$ cat src/hw/rtl/pqe_pkg.sv
// ----------------------------------------------------------------------------
// pqe_pkg: shared types and constants of the three-class event queue
// Word formats of both channels, the decoded operation handed from the
// front end to the back end, class and command codes, and sizing constants.
// ----------------------------------------------------------------------------
package pqe_pkg;

    localparam int QUEUE_DEPTH = 64;
    localparam int TAG_W       = 16;
    localparam int NUM_CLASSES = 3;

    localparam int PTR_W   = $clog2(QUEUE_DEPTH);
    localparam int CNT_W   = $clog2(QUEUE_DEPTH + 1);
    localparam int SUM_W   = $clog2(NUM_CLASSES * QUEUE_DEPTH + 1);
    localparam int LEVEL_W = 8;
    localparam int QTOT_W  = 8;
    localparam int CMP_W   = (SUM_W > LEVEL_W) ? SUM_W : LEVEL_W;

    // Operation queue between front end and back end.
    localparam int OPQ_DEPTH = 2;
    localparam int OPQ_AW    = $clog2(OPQ_DEPTH);
    localparam int OPQ_CW    = $clog2(OPQ_DEPTH + 1);

    // Configuration register indexes.
    localparam int CFG_IDX_W = 1;
    localparam logic [CFG_IDX_W-1:0] REG_OVERLOAD_LEVEL = 1'b0;
    localparam logic [CFG_IDX_W-1:0] REG_READY_LEVEL    = 1'b1;
    localparam logic [LEVEL_W-1:0]   OVERLOAD_LEVEL_RST = 8'd32;
    localparam logic [LEVEL_W-1:0]   READY_LEVEL_RST    = 8'd8;

    localparam logic CMD_ENQUEUE = 1'b0;
    localparam logic CMD_SERVICE = 1'b1;

    localparam logic [1:0] CLS_LOW  = 2'd0;
    localparam logic [1:0] CLS_DATA = 2'd1;
    localparam logic [1:0] CLS_HIGH = 2'd2;

    typedef struct packed {
        logic             command;
        logic [1:0]       priority_class;
        logic [TAG_W-1:0] event_tag;
    } t_cmd_word;

    typedef struct packed {
        logic              accepted;
        logic              keep_sending;
        logic              out_valid;
        logic [1:0]        out_class;
        logic [TAG_W-1:0]  out_tag;
        logic              ready_notify;
        logic [QTOT_W-1:0] queue_total;
    } t_res_word;

    // Decoded operation: service or enqueue, and whether the class names a FIFO.
    typedef struct packed {
        logic             service;
        logic             enq_ok;
        logic [1:0]       cls;
        logic [TAG_W-1:0] tag;
    } t_op;

    typedef enum logic {
        BK_IDLE,
        BK_READ
    } t_back_state;

endpackage

$ cat src/hw/rtl/three_class_priority_event_queue.sv
// ----------------------------------------------------------------------------
// three_class_priority_event_queue: strict-priority event queue, three classes
// Low, data and high class FIFOs of event tags with watermark backpressure.
// ----------------------------------------------------------------------------
// Usage:
// Command words enter on i_cmd_valid / o_cmd_ready. A word is either an
// enqueue of a tag into its class FIFO or a service that pops the oldest
// tag of the highest non-empty class. Every command word yields exactly one
// result word on o_res_valid / i_res_ready, in command order.
// The front end holds up to two decoded commands, so intake continues while
// the back end works or the result waits. The back end completes an enqueue
// directly and a service through a separate read state, because the tag
// comes from the registered read port of the class RAM; it takes one enqueue
// per cycle while the result is taken, and no new command in a read state.
// Reset empties all FIFOs, clears both overload flags and loads the levels
// with 32 (overload) and 8 (ready). Levels are written through i_cfg_we.
// When the receiver stalls, the result word holds and the back end stops;
// the front end fills and then drops o_cmd_ready.
// ----------------------------------------------------------------------------
module three_class_priority_event_queue (
    input  logic                          i_clk,
    input  logic                          i_rst_n,
    input  logic                          i_cmd_valid,
    output logic                          o_cmd_ready,
    input  pqe_pkg::t_cmd_word            i_cmd_word,
    output logic                          o_res_valid,
    input  logic                          i_res_ready,
    output pqe_pkg::t_res_word            o_res_word,
    input  logic                          i_cfg_we,
    input  logic [pqe_pkg::CFG_IDX_W-1:0] i_cfg_index,
    input  logic [pqe_pkg::LEVEL_W-1:0]   i_cfg_data
);

    logic         w_op_valid;
    logic         w_op_take;
    pqe_pkg::t_op w_op;

    pqe_front u_front (
        .i_clk       (i_clk),
        .i_rst_n     (i_rst_n),
        .i_cmd_valid (i_cmd_valid),
        .o_cmd_ready (o_cmd_ready),
        .i_cmd_word  (i_cmd_word),
        .o_op_valid  (w_op_valid),
        .o_op        (w_op),
        .i_op_take   (w_op_take)
    );

    pqe_back u_back (
        .i_clk       (i_clk),
        .i_rst_n     (i_rst_n),
        .i_op_valid  (w_op_valid),
        .i_op        (w_op),
        .o_op_take   (w_op_take),
        .i_cfg_we    (i_cfg_we),
        .i_cfg_index (i_cfg_index),
        .i_cfg_data  (i_cfg_data),
        .o_res_valid (o_res_valid),
        .i_res_ready (i_res_ready),
        .o_res_word  (o_res_word)
    );

endmodule

$ cat src/hw/rtl/pqe_ram.sv
// ----------------------------------------------------------------------------
// pqe_ram: generic simple dual-port RAM
// One write port and one read port; the read data is registered.
// ----------------------------------------------------------------------------
module pqe_ram #(
    parameter int WIDTH = 16,
    parameter int DEPTH = 64
) (
    input  logic                     i_clk,
    input  logic                     i_we,
    input  logic [$clog2(DEPTH)-1:0] i_waddr,
    input  logic [WIDTH-1:0]         i_wdata,
    input  logic [$clog2(DEPTH)-1:0] i_raddr,
    output logic [WIDTH-1:0]         o_rdata
);

    logic [WIDTH-1:0] r_mem [DEPTH];
    logic [WIDTH-1:0] r_rdata;

    always_ff @(posedge i_clk) begin
        if (i_we) begin
            r_mem[i_waddr] <= i_wdata;
        end
        r_rdata <= r_mem[i_raddr];
    end

    assign o_rdata = r_rdata;

endmodule

$ cat src/hw/rtl/pqe_front.sv
// ----------------------------------------------------------------------------
// pqe_front: command intake and classification
// Accepts command words, decodes them into operations and holds them in a
// short queue that the back end drains at its own pace.
// ----------------------------------------------------------------------------
module pqe_front (
    input  logic               i_clk,
    input  logic               i_rst_n,
    input  logic               i_cmd_valid,
    output logic               o_cmd_ready,
    input  pqe_pkg::t_cmd_word i_cmd_word,
    output logic               o_op_valid,
    output pqe_pkg::t_op       o_op,
    input  logic               i_op_take
);

    pqe_pkg::t_op                r_q [pqe_pkg::OPQ_DEPTH];
    logic [pqe_pkg::OPQ_AW-1:0]  r_wr;
    logic [pqe_pkg::OPQ_AW-1:0]  r_rd;
    logic [pqe_pkg::OPQ_CW-1:0]  r_cnt;
    logic [pqe_pkg::OPQ_AW-1:0]  n_wr;
    logic [pqe_pkg::OPQ_AW-1:0]  n_rd;
    logic [pqe_pkg::OPQ_CW-1:0]  n_cnt;
    logic                        w_push;
    logic                        w_pop;
    pqe_pkg::t_op                w_op;

    assign o_cmd_ready = (r_cnt != pqe_pkg::OPQ_CW'(pqe_pkg::OPQ_DEPTH));
    assign o_op_valid  = (r_cnt != '0);
    assign o_op        = r_q[r_rd];
    assign w_push      = i_cmd_valid && o_cmd_ready;
    assign w_pop       = i_op_take && o_op_valid;

    always_comb begin
        w_op.service = (i_cmd_word.command == pqe_pkg::CMD_SERVICE);
        // The unused class code is kept as an enqueue that stores nothing.
        w_op.enq_ok  = (i_cmd_word.priority_class == pqe_pkg::CLS_LOW)  ||
                       (i_cmd_word.priority_class == pqe_pkg::CLS_DATA) ||
                       (i_cmd_word.priority_class == pqe_pkg::CLS_HIGH);
        w_op.cls     = i_cmd_word.priority_class;
        w_op.tag     = i_cmd_word.event_tag;
    end

    always_comb begin
        n_wr  = r_wr;
        n_rd  = r_rd;
        n_cnt = r_cnt;
        if (w_push) begin
            n_wr = (r_wr == pqe_pkg::OPQ_AW'(pqe_pkg::OPQ_DEPTH - 1)) ? '0 : r_wr + 1'b1;
        end
        if (w_pop) begin
            n_rd = (r_rd == pqe_pkg::OPQ_AW'(pqe_pkg::OPQ_DEPTH - 1)) ? '0 : r_rd + 1'b1;
        end
        case ({w_push, w_pop})
            2'b10:   n_cnt = r_cnt + 1'b1;
            2'b01:   n_cnt = r_cnt - 1'b1;
            default: n_cnt = r_cnt;
        endcase
    end

    always_ff @(posedge i_clk) begin
        if (!i_rst_n) begin
            r_wr  <= '0;
            r_rd  <= '0;
            r_cnt <= '0;
        end else begin
            r_wr  <= n_wr;
            r_rd  <= n_rd;
            r_cnt <= n_cnt;
        end
    end

    always_ff @(posedge i_clk) begin
        if (w_push) begin
            r_q[r_wr] <= w_op;
        end
    end

endmodule

$ cat src/hw/rtl/pqe_back.sv
// ----------------------------------------------------------------------------
// pqe_back: queue engine
// Executes enqueue and service operations on the three class FIFOs, keeps
// the occupancy counts and the overload flags, and holds the result word.
// ----------------------------------------------------------------------------
module pqe_back (
    input  logic                                i_clk,
    input  logic                                i_rst_n,
    input  logic                                i_op_valid,
    input  pqe_pkg::t_op                        i_op,
    output logic                                o_op_take,
    input  logic                                i_cfg_we,
    input  logic [pqe_pkg::CFG_IDX_W-1:0]       i_cfg_index,
    input  logic [pqe_pkg::LEVEL_W-1:0]         i_cfg_data,
    output logic                                o_res_valid,
    input  logic                                i_res_ready,
    output pqe_pkg::t_res_word                  o_res_word
);

    pqe_pkg::t_back_state              r_state;
    pqe_pkg::t_back_state              n_state;
    logic [pqe_pkg::CNT_W-1:0]         r_cnt    [pqe_pkg::NUM_CLASSES];
    logic [pqe_pkg::CNT_W-1:0]         n_cnt    [pqe_pkg::NUM_CLASSES];
    logic [pqe_pkg::PTR_W-1:0]         r_rd_ptr [pqe_pkg::NUM_CLASSES];
    logic [pqe_pkg::PTR_W-1:0]         n_rd_ptr [pqe_pkg::NUM_CLASSES];
    logic [pqe_pkg::PTR_W-1:0]         r_wr_ptr [pqe_pkg::NUM_CLASSES];
    logic [pqe_pkg::PTR_W-1:0]         n_wr_ptr [pqe_pkg::NUM_CLASSES];
    logic                              r_main_ovl;
    logic                              n_main_ovl;
    logic                              r_low_ovl;
    logic                              n_low_ovl;
    logic [pqe_pkg::LEVEL_W-1:0]       r_ovl_level;
    logic [pqe_pkg::LEVEL_W-1:0]       r_rdy_level;
    logic                              r_res_valid;
    logic                              n_res_valid;
    pqe_pkg::t_res_word                r_res;
    pqe_pkg::t_res_word                n_res;
    pqe_pkg::t_res_word                r_pend;
    pqe_pkg::t_res_word                n_pend;
    logic [1:0]                        r_src;
    logic [1:0]                        n_src;

    logic                              w_take;
    logic                              w_load;
    logic                              w_enq;
    logic                              w_svc;
    logic                              w_accepted;
    logic                              w_popped;
    logic                              w_ready;
    logic [1:0]                        w_src;
    logic [pqe_pkg::CMP_W-1:0]         w_total;
    logic [pqe_pkg::CMP_W-1:0]         w_hd_total;
    logic [pqe_pkg::CMP_W-1:0]         w_ovl_cmp;
    logic [pqe_pkg::CMP_W-1:0]         w_rdy_cmp;
    logic [pqe_pkg::NUM_CLASSES-1:0]   w_we;
    logic [pqe_pkg::TAG_W-1:0]         w_rdata  [pqe_pkg::NUM_CLASSES];
    logic [pqe_pkg::TAG_W-1:0]         w_sel_tag;

    function automatic logic [pqe_pkg::PTR_W-1:0] ptr_next(
        input logic [pqe_pkg::PTR_W-1:0] p
    );
        return (p == pqe_pkg::PTR_W'(pqe_pkg::QUEUE_DEPTH - 1)) ? '0 : p + 1'b1;
    endfunction

    for (genvar c = 0; c < pqe_pkg::NUM_CLASSES; c++) begin : g_fifo
        // Each RAM reads at its head pointer every cycle, so the head entry
        // sits in the read register in the cycle after a service pops it.
        pqe_ram #(
            .WIDTH (pqe_pkg::TAG_W),
            .DEPTH (pqe_pkg::QUEUE_DEPTH)
        ) u_ram (
            .i_clk   (i_clk),
            .i_we    (w_we[c]),
            .i_waddr (r_wr_ptr[c]),
            .i_wdata (i_op.tag),
            .i_raddr (r_rd_ptr[c]),
            .o_rdata (w_rdata[c])
        );
    end

    assign w_take    = (r_state == pqe_pkg::BK_IDLE) && i_op_valid &&
                       (!r_res_valid || i_res_ready);
    assign w_enq     = w_take && !i_op.service;
    assign w_svc     = w_take && i_op.service;
    assign o_op_take = w_take;

    // Next state.
    always_comb begin
        n_state = r_state;
        unique case (r_state)
            pqe_pkg::BK_IDLE: begin
                if (w_svc) begin
                    n_state = pqe_pkg::BK_READ;
                end
            end
            pqe_pkg::BK_READ: begin
                n_state = pqe_pkg::BK_IDLE;
            end
            default: begin
                n_state = pqe_pkg::BK_IDLE;
            end
        endcase
    end

    // Datapath and outputs.
    always_comb begin
        n_cnt      = r_cnt;
        n_rd_ptr   = r_rd_ptr;
        n_wr_ptr   = r_wr_ptr;
        n_main_ovl = r_main_ovl;
        n_low_ovl  = r_low_ovl;
        n_res      = r_res;
        n_pend     = r_pend;
        n_src      = r_src;
        w_we       = '0;
        w_accepted = 1'b0;
        w_popped   = 1'b0;
        w_ready    = 1'b0;
        w_src      = pqe_pkg::CLS_LOW;
        w_sel_tag  = '0;

        if (w_enq) begin
            for (int c = 0; c < pqe_pkg::NUM_CLASSES; c++) begin
                if (i_op.enq_ok && (i_op.cls == 2'(c)) &&
                    (r_cnt[c] != pqe_pkg::CNT_W'(pqe_pkg::QUEUE_DEPTH))) begin
                    w_we[c]     = 1'b1;
                    n_wr_ptr[c] = ptr_next(r_wr_ptr[c]);
                    n_cnt[c]    = r_cnt[c] + 1'b1;
                    w_accepted  = 1'b1;
                end
            end
        end

        // Strict priority: high, then data, then low.
        if (r_cnt[pqe_pkg::CLS_HIGH] != '0) begin
            w_src = pqe_pkg::CLS_HIGH;
        end else if (r_cnt[pqe_pkg::CLS_DATA] != '0) begin
            w_src = pqe_pkg::CLS_DATA;
        end else begin
            w_src = pqe_pkg::CLS_LOW;
        end
        if (w_svc) begin
            for (int c = 0; c < pqe_pkg::NUM_CLASSES; c++) begin
                if ((w_src == 2'(c)) && (r_cnt[c] != '0)) begin
                    n_rd_ptr[c] = ptr_next(r_rd_ptr[c]);
                    n_cnt[c]    = r_cnt[c] - 1'b1;
                    w_popped    = 1'b1;
                end
            end
        end

        // Counts after this operation.
        w_total    = pqe_pkg::CMP_W'(n_cnt[0]) + pqe_pkg::CMP_W'(n_cnt[1]) +
                     pqe_pkg::CMP_W'(n_cnt[2]);
        w_hd_total = pqe_pkg::CMP_W'(n_cnt[pqe_pkg::CLS_DATA]) +
                     pqe_pkg::CMP_W'(n_cnt[pqe_pkg::CLS_HIGH]);
        w_ovl_cmp  = pqe_pkg::CMP_W'(r_ovl_level);
        w_rdy_cmp  = pqe_pkg::CMP_W'(r_rdy_level);

        if (w_enq) begin
            n_res              = '0;
            n_res.accepted     = w_accepted;
            n_res.queue_total  = w_total[pqe_pkg::QTOT_W-1:0];
            if (i_op.cls == pqe_pkg::CLS_LOW) begin
                if (w_total >= w_ovl_cmp) begin
                    n_low_ovl = 1'b1;
                end
                n_res.keep_sending = !n_low_ovl;
            end else begin
                // Data, high and the unused class answer from the main flag.
                if (w_hd_total >= w_ovl_cmp) begin
                    n_main_ovl = 1'b1;
                    n_low_ovl  = 1'b1;
                end
                n_res.keep_sending = !n_main_ovl;
            end
        end

        if (w_svc) begin
            if ((r_main_ovl || r_low_ovl) && (w_total <= w_rdy_cmp)) begin
                n_main_ovl = 1'b0;
                n_low_ovl  = 1'b0;
                w_ready    = 1'b1;
            end
            n_src               = w_src;
            n_pend              = '0;
            n_pend.out_valid    = w_popped;
            n_pend.out_class    = w_popped ? w_src : pqe_pkg::CLS_LOW;
            n_pend.ready_notify = w_ready;
            n_pend.queue_total  = w_total[pqe_pkg::QTOT_W-1:0];
        end

        for (int c = 0; c < pqe_pkg::NUM_CLASSES; c++) begin
            if (r_src == 2'(c)) begin
                w_sel_tag = w_rdata[c];
            end
        end
        if (r_state == pqe_pkg::BK_READ) begin
            n_res = r_pend;
            if (r_pend.out_valid) begin
                n_res.out_tag = w_sel_tag;
            end
        end

        w_load      = w_enq || (r_state == pqe_pkg::BK_READ);
        n_res_valid = w_load || (r_res_valid && !i_res_ready);
    end

    always_ff @(posedge i_clk) begin
        if (!i_rst_n) begin
            r_state     <= pqe_pkg::BK_IDLE;
            r_main_ovl  <= 1'b0;
            r_low_ovl   <= 1'b0;
            r_res_valid <= 1'b0;
            r_ovl_level <= pqe_pkg::OVERLOAD_LEVEL_RST;
            r_rdy_level <= pqe_pkg::READY_LEVEL_RST;
            for (int c = 0; c < pqe_pkg::NUM_CLASSES; c++) begin
                r_cnt[c]    <= '0;
                r_rd_ptr[c] <= '0;
                r_wr_ptr[c] <= '0;
            end
        end else begin
            r_state     <= n_state;
            r_main_ovl  <= n_main_ovl;
            r_low_ovl   <= n_low_ovl;
            r_res_valid <= n_res_valid;
            r_cnt       <= n_cnt;
            r_rd_ptr    <= n_rd_ptr;
            r_wr_ptr    <= n_wr_ptr;
            if (i_cfg_we) begin
                case (i_cfg_index)
                    pqe_pkg::REG_OVERLOAD_LEVEL: r_ovl_level <= i_cfg_data;
                    pqe_pkg::REG_READY_LEVEL:    r_rdy_level <= i_cfg_data;
                    default: begin
                    end
                endcase
            end
        end
    end

    always_ff @(posedge i_clk) begin
        r_res  <= n_res;
        r_pend <= n_pend;
        r_src  <= n_src;
    end

    assign o_res_valid = r_res_valid;
    assign o_res_word  = r_res;

`ifndef ASSERT_OFF
    // Setting the main flag always sets the low flag as well.
    a_main_implies_low: assert property (@(posedge i_clk) disable iff (!i_rst_n)
        r_main_ovl |-> r_low_ovl)
        else $error("main overload flag set without low overload flag");

    a_cnt_bound: assert property (@(posedge i_clk) disable iff (!i_rst_n)
        (r_cnt[0] <= pqe_pkg::CNT_W'(pqe_pkg::QUEUE_DEPTH)) &&
        (r_cnt[1] <= pqe_pkg::CNT_W'(pqe_pkg::QUEUE_DEPTH)) &&
        (r_cnt[2] <= pqe_pkg::CNT_W'(pqe_pkg::QUEUE_DEPTH)))
        else $error("class FIFO count beyond depth");

    // The read cycle of a service always finds the result register free.
    a_read_slot_free: assert property (@(posedge i_clk) disable iff (!i_rst_n)
        (r_state == pqe_pkg::BK_READ) |-> !r_res_valid)
        else $error("result register busy during service read");

    a_notify_flags_clear: assert property (@(posedge i_clk) disable iff (!i_rst_n)
        (r_res_valid && r_res.ready_notify) |-> (!r_main_ovl && !r_low_ovl))
        else $error("ready word delivered while overload flags set");

    a_service_takes_read: assert property (@(posedge i_clk) disable iff (!i_rst_n)
        w_svc |=> (r_state == pqe_pkg::BK_READ))
        else $error("service did not enter the read cycle");
`endif

endmodule
$ cat config.mk
export PLATFORM = sky130hd
export DESIGN_NAME = three_class_priority_event_queue
export DESIGN_NICKNAME = d
export VERILOG_FILES = /design/src/hw/rtl/pqe_pkg.sv /design/src/hw/rtl/three_class_priority_event_queue.sv /design/src/hw/rtl/pqe_ram.sv /design/src/hw/rtl/pqe_front.sv /design/src/hw/rtl/pqe_back.sv
export SDC_FILE = /design/constraint.sdc
export NUM_CORES = 2
export LEC_CHECK = 0
export BUFFER_PORTS_ARGS = -buffer_cell sky130_fd_sc_hd__buf_2
export CAP_MARGIN = 25
export CORE_MARGIN = 10
export CORE_UTILIZATION = 28
export DETAILED_ROUTE_END_ITERATION = 6
export PLACE_DENSITY_LB_ADDON = 0.12
export SYNTH_ARGS = -nofsm -noshare
export SYNTH_HDL_FRONTEND = slang
export SYNTH_SLANG_ARGS = --single-unit
$ cat constraint.sdc
create_clock -name i_clk -period 5.45 [get_ports i_clk]
set_clock_uncertainty 0.1 [all_clocks]
set_input_delay 1.09 -clock i_clk [delete_from_list [all_inputs] [get_ports i_clk]]
set_output_delay 1.09 -clock i_clk [all_outputs]
set_load 0.02 [all_outputs]
== Yosys cells after proc, flatten, opt, wreduce, memory -nomap -nowiden ==
Memory sizes are Yosys's and may differ from the RTL's. A register that Yosys moved wholly into a read port is not among the register bits.
Index checks and enable logic that the tools add are counted.
Operators by class
  add/sub/neg operators: 19
  order comparisons: 3
  equality and inequality tests: 20
  muxes and demuxes: 64
  bitwise operators: 2
  reductions and logical operators: 46
Operators by type and width (number)
  $mux 16: 4
  $mux 21: 2
  $mux 7: 6
  $mux 1: 40
  $add 6x1->6 const B: 6
  $eq 6x6->1 const B: 6
  $mux 6: 6
  $mux 30: 1
  $mux 28: 1
  $add 7x1->7 const B: 3
  $ne 7x7->1 const B: 3
  $reduce_bool 7->1: 3
  $sub 7x1->7 const B: 3
  $logic_and 1x1->1: 17
  $add 7x7->8: 2
  $ge 8x8->1: 2
  $reduce_and 2->1: 8
  $eq 2x1->1 const B: 5
  $eq 2x2->1 const B: 5
  $add 8x7->8: 1
  $le 8x8->1: 1
  $logic_not 2->1: 4
  $logic_or 1x1->1: 6
  $reduce_bool 2->1: 3
  other kinds (10): 16
Word-level totals
  bits in registers: 125
  memory bits (writable): 3112
  word-level logic and storage cells: 188
  memories: 4
Memories
  u_back.g_fifo[0].u_ram.r_mem: words 64, width 16, read ports 1, clocked after Yosys merged registers in 1, wr ports 1, RTL line pqe_ram.sv:17  | logic [WIDTH-1:0] r_mem [DEPTH];
  u_back.g_fifo[1].u_ram.r_mem: words 64, width 16, read ports 1, clocked after Yosys merged registers in 1, wr ports 1, RTL line pqe_ram.sv:17
  u_back.g_fifo[2].u_ram.r_mem: words 64, width 16, read ports 1, clocked after Yosys merged registers in 1, wr ports 1, RTL line pqe_ram.sv:17
  u_front.r_q: words 2, width 20, read ports 1, clocked after Yosys merged registers in 1, wr ports 1, RTL line pqe_front.sv:17  | pqe_pkg::t_op r_q [pqe_pkg::OPQ_DEPTH];

== Depth between registers and ports, before layout ==
  depth in word-level cells: 17
  gate-level depth with buffers: 28

== Modules after synthesis ==
Synthesis repeated with hierarchy kept, for this count alone.
Second synthesis, totals
  cells, all modules: 6314
  area total of the unflattened synthesis: 128625.9 um2
By module, submodules not included
  pqe_ram: instances 3, cells each 1829, area an instance 40042.2 um2
  pqe_back: instances 1, cells each 740, area an instance 6824.0 um2
  pqe_front: instances 1, cells each 87, area an instance 1675.4 um2

== Worst setup path after synthesis ==
Ideal clock, no wire load.
  path kind: input -> register
  start point: input i_res_ready
  end point: register u_back.r_res (netlist bit u_back.o_res_word[28]) (data pin)
  setup time: 0.139 ns
  arrival time: 5.657 ns
  required time: 5.211 ns
  setup slack: -0.446 ns
  cell stages on the path: 24
  cell sequence: or2b_2 nand3_2 inv_1 nand3_2 inv_2 a211oi_1 a211o_1 fa_1 ha_1 inv_1 fa_1 nor2b_1 o21ai_0 a21boi_0 o21ai_0 and3_1 nor2_1 ha_1 o211ai_1 nor2_1 a2111oi_0 o21ai_0 o21a_1 nor2_1
RTL lines
  from (decl): RTL line three_class_priority_event_queue.sv:27  | input logic i_res_ready,
  to (signal assigned): RTL line pqe_back.sv:242  | r_res <= n_res;
  to (decl): RTL line pqe_back.sv:36  | pqe_pkg::t_res_word r_res;

==> flow_metrics.env <==
export IMPL_fin_crit_ns=5.26
export IMPL_ios=65
export IMPL_synth_edf_count=3156
export IMPL_synth_cell_types=83
export IMPL_postSynthAreaPerCell_sq_um=20.8
export IMPL_dpl_worst_slack_ns=-0.498
export IMPL_dieWidth_microns=693
export IMPL_end_kind="flop"
export IMPL_status="complete, no violations"
export IMPL_peakVddDrop_v=0.000270
export IMPL_place_inst=12300
export IMPL_grt_max_degree=113
export IMPL_cts_made_buffers=377
export IMPL_fin_tns_setup_ns=0
export IMPL_synth_main_ff_cell="edfxtp_1"
export IMPL_clk_pin_slew_ns=0.06
export IMPL_drive_above_1_share_pct=27.8
export IMPL_async_flop_share_pct=0
export IMPL_grt_overflow=0
export IMPL_via_per_inst=4.88
export IMPL_syn_cell_area_sq_um=127000
export IMPL_arrival_ns=5.98
export IMPL_clkSinkCount=3286
export IMPL_maxCapViolations=0
export IMPL_ant_nets=0
export IMPL_leakage_nw=46.2
export IMPL_crit_end="u_back.o_res_word[28]"
export IMPL_r2r_cells=26
export IMPL_rsz0062_at_grt="yes"
export IMPL_grt_pass1_wl_microns=539000
export IMPL_crit_type="flop to flop"
export IMPL_yosys_area_top_type_share_pct=74.8
export IMPL_hold_worst_slack_ns=0.225
export IMPL_antenna_found_initial=33
export IMPL_power_density_nw_per_um2=439
export IMPL_wl_per_cell_microns=29.9
export IMPL_synthTopCellsByArea="edfxtp_1 75%, mux4_2 12%, dfxtp_1 2.1%"
export IMPL_tightest_slew_ns=1.29
export IMPL_gp_congestion=0.780
export IMPL_synth_top_area_cell="edfxtp_1"
export IMPL_synth_seq_cells=3286
export IMPL_cp_startpoint="u_back.r_cnt[0]"
export IMPL_grt_pass1_vias=65000
export IMPL_yosysWarnings=0
export IMPL_hold_class="input pin to flop"
export IMPL_fin_ws_ns=0.190
export IMPL_r2r_slack_ns=0.19
export IMPL_track_usage_pct=15.7
export IMPL_syn_nets=6187
export IMPL_drt_wl_total_microns=389000
export IMPL_ys_seq_area_share_pct=76.9
export IMPL_core_sq_um=450000
export IMPL_ys_top_cells_by_count="3156 x edfxtp_1, 685 x mux4_2, 329 x nor2_1, 227 x mux2i_1, 172 x clkbuf_1"
export IMPL_setup_violations=0
export IMPL_vias=63500
export IMPL_drc_errors=0
export IMPL_r2r_end="u_back.o_res_word[28]"
export IMPL_cts_root_buf="clkbuf_16"
export IMPL_path_max_fanout=6
export IMPL_stdcell_count=13000
export IMPL_rows=246
export IMPL_port_buffers=64
export IMPL_drtIter0Drc=6151
export IMPL_die_area_sq_um=480000
export IMPL_htreeDepth=5
export IMPL_drt_pass1_iterations=6
export IMPL_clockBufferDepth=4
export IMPL_clkLatencyLatePin_ns=0.96
export IMPL_maxSlewViolCount=0
export IMPL_fin_crit_sh_pct=96.5
export IMPL_yosysMostFrequentCell="edfxtp_1"
export IMPL_cts_tree="done"
export IMPL_timing_rr_start="u_back.r_cnt[0]"
export IMPL_power_mw=65.7
export IMPL_syn_inst=6095
export IMPL_hold_viol_final=0
export IMPL_nNetsFinal=6812
export IMPL_fmax_ghz=0.190
export IMPL_initial_core_util_pct=28.2
export IMPL_required_ns=6.17
export IMPL_slew_limit_headroom_pct=13.8
export IMPL_post_dp_hpwl_microns=237000
export IMPL_die_h_microns=693
export IMPL_cp_start_kind="flop"
export IMPL_syn2layout_area_growth_pct=18.3
[layout by cell type, fill, tap and decap left out, types with 29 or more instances in the layout]
| cell | Yosys | routed |
|---|---|---|
| a211o_1 | 32 | 32 |
| a211oi_1 | 77 | 76 |
| a21oi_1 | 93 | 91 |
| a221oi_1 | 56 | 56 |
| a22o_1 | 86 | 86 |
| a22oi_1 | 82 | 81 |
| and2_1 | 32 | 32 |
| buf_2 | 85 | 64 |
| buf_4 | 25 | 488 |
| bufinv_16 | 0 | 32 |
| clkbuf_1 | 172 | 89 |
| clkbuf_16 | 0 | 387 |
| clkinv_1 | 1 | 79 |
| clkinv_2 | 0 | 77 |
| dfxtp_1 | 130 | 115 |
| edfxtp_1 | 3156 | 3156 |
| ha_1 | 50 | 47 |
| inv_1 | 56 | 51 |
| mux2i_1 | 227 | 227 |
| mux4_2 | 685 | 685 |
| nand2_1 | 114 | 113 |
| nand3_1 | 41 | 41 |
| nor2_1 | 329 | 280 |
| nor2_2 | 2 | 49 |
| nor2b_1 | 37 | 33 |
| o21ai_0 | 32 | 29 |
| o221ai_1 | 63 | 63 |
| o22ai_1 | 60 | 60 |
[layer usage]
metal	routed length, microns	global-route usage [%]	vias to the layer above
met5	8	0	-
met4	8060	3.31	2
met3	20100	2.19	447
met2	178000	24.5	1692
met1	183000	23.2	34600
li1	-	-	26700
[worst max-delay path: stages (launching register included)]
cell and delay [ns]:
dfxtp_2 0.33, inv_2 0.07, ha_4 0.13, or4b_4 0.51
nor3_4 0.18, buf_6 0.15, nand3_4 0.12, inv_4 0.11
a211oi_2 0.06, a211o_1 0.33, fa_1 0.53, ha_2 0.19
inv_2 0.04, fa_2 0.38, nor2b_1 0.12, o21ai_1 0.09
a21boi_1 0.17, o21ai_1 0.13, and3_4 0.18, nor2_4 0.16
ha_4 0.22, o211ai_1 0.08, nor2_1 0.08, a2111oi_2 0.29
o21ai_1 0.17, o21a_1 0.14, nor2_1 0.08
[where the power goes]
part	switching, mW	internal [mW]	leakage [nW]
Sequential	0.367	30.4	29.5
Clock	10.3	14.6	5.95
Combinational	6.74	3.23	10.8
[cell families (layout without fill, tap and decap cells)]
logic type                 Yosys count  after routing  share of synthesized area (%)
muxes                              949            949                           14.3
DFF                               3286           3286                           76.9
AOI/OAI and AO/OA                  665            665                           3.92
other                                0              9                              0
adders and majority gates           59             59                          0.636
buffers and inverters              392           1334                           1.35
xor gates and xnor gates            49             49                          0.339
and+or+nand+nor                    695            695                           2.59
[repair_timing]
| item | CTS | global route |
|---|---|---|
| endpoints found under the setup margin | 3 | 4 |
| cloned | 0 | 0 |
| pin swaps | 2 | 6 |
| setup buffers | 4 | 7 |
| resized for setup | 6 | 24 |
| hold buffers | 0 | 0 |
[how the worst min path moves through the flow]
stage                                startpoint  slack [ns]               endpoint  depth (start not counted)
after CTS                        i_cmd_word[13]        0.13     u_front.r_q[0][13]                          1
after detailed placement  u_back.r_rdy_level[2]        0.35  u_back.r_rdy_level[2]                          2
final                            i_cmd_word[13]        0.22     u_front.r_q[0][13]                          1
after global routing             i_cmd_word[13]        0.17     u_front.r_q[0][13]                          1
after global placement    u_back.r_rdy_level[2]        0.35  u_back.r_rdy_level[2]                          2
after floorplan           u_back.r_ovl_level[7]        0.33  u_back.r_ovl_level[7]                          2
[metrics by stage]
stage                     util, %  area (sq um)
after detailed placement     30.6        137000
after global placement       30.6        137000
after global routing         33.3        150000
final                        33.3        150000
after floorplan                 -        127000
after CTS                    33.3        150000
[area by class of cell]
cell class | count | area, sq um
antenna | 9 | 22.5
sequential | 3286 | 97400
fill | 42400 | 300000
clock inverter | 210 | 1930
tap | 5952 | 7450
timing repair buffer | 578 | 4460
clock buffer | 486 | 10200
inverter | 60 | 234
multi-input combinational | 2417 | 28200
[registers in the layout (all words and copies together), names as in the netlist, named ones only]
name / flops
u_front.r_rd: 1
u_back.r_low_ovl: 1
u_front.r_q: 40
u_back.r_pend: 12
u_back.r_wr_ptr: 18
u_back.r_rdy_level: 8
u_back.g_fifo.u_ram.o_rdata: 48
u_back.r_rd_ptr: 18
u_back.o_res_valid: 1
u_back.r_src: 2
u_front.r_wr: 1
u_back.r_cnt: 21
u_back.r_ovl_level: 8
u_back.r_state: 1
u_front.r_cnt: 2
u_back.r_main_ovl: 1
u_back.g_fifo.u_ram.r_mem: 3072
u_back.o_res_word: 30
Note: power is estimated with default switching activity, not from simulation.
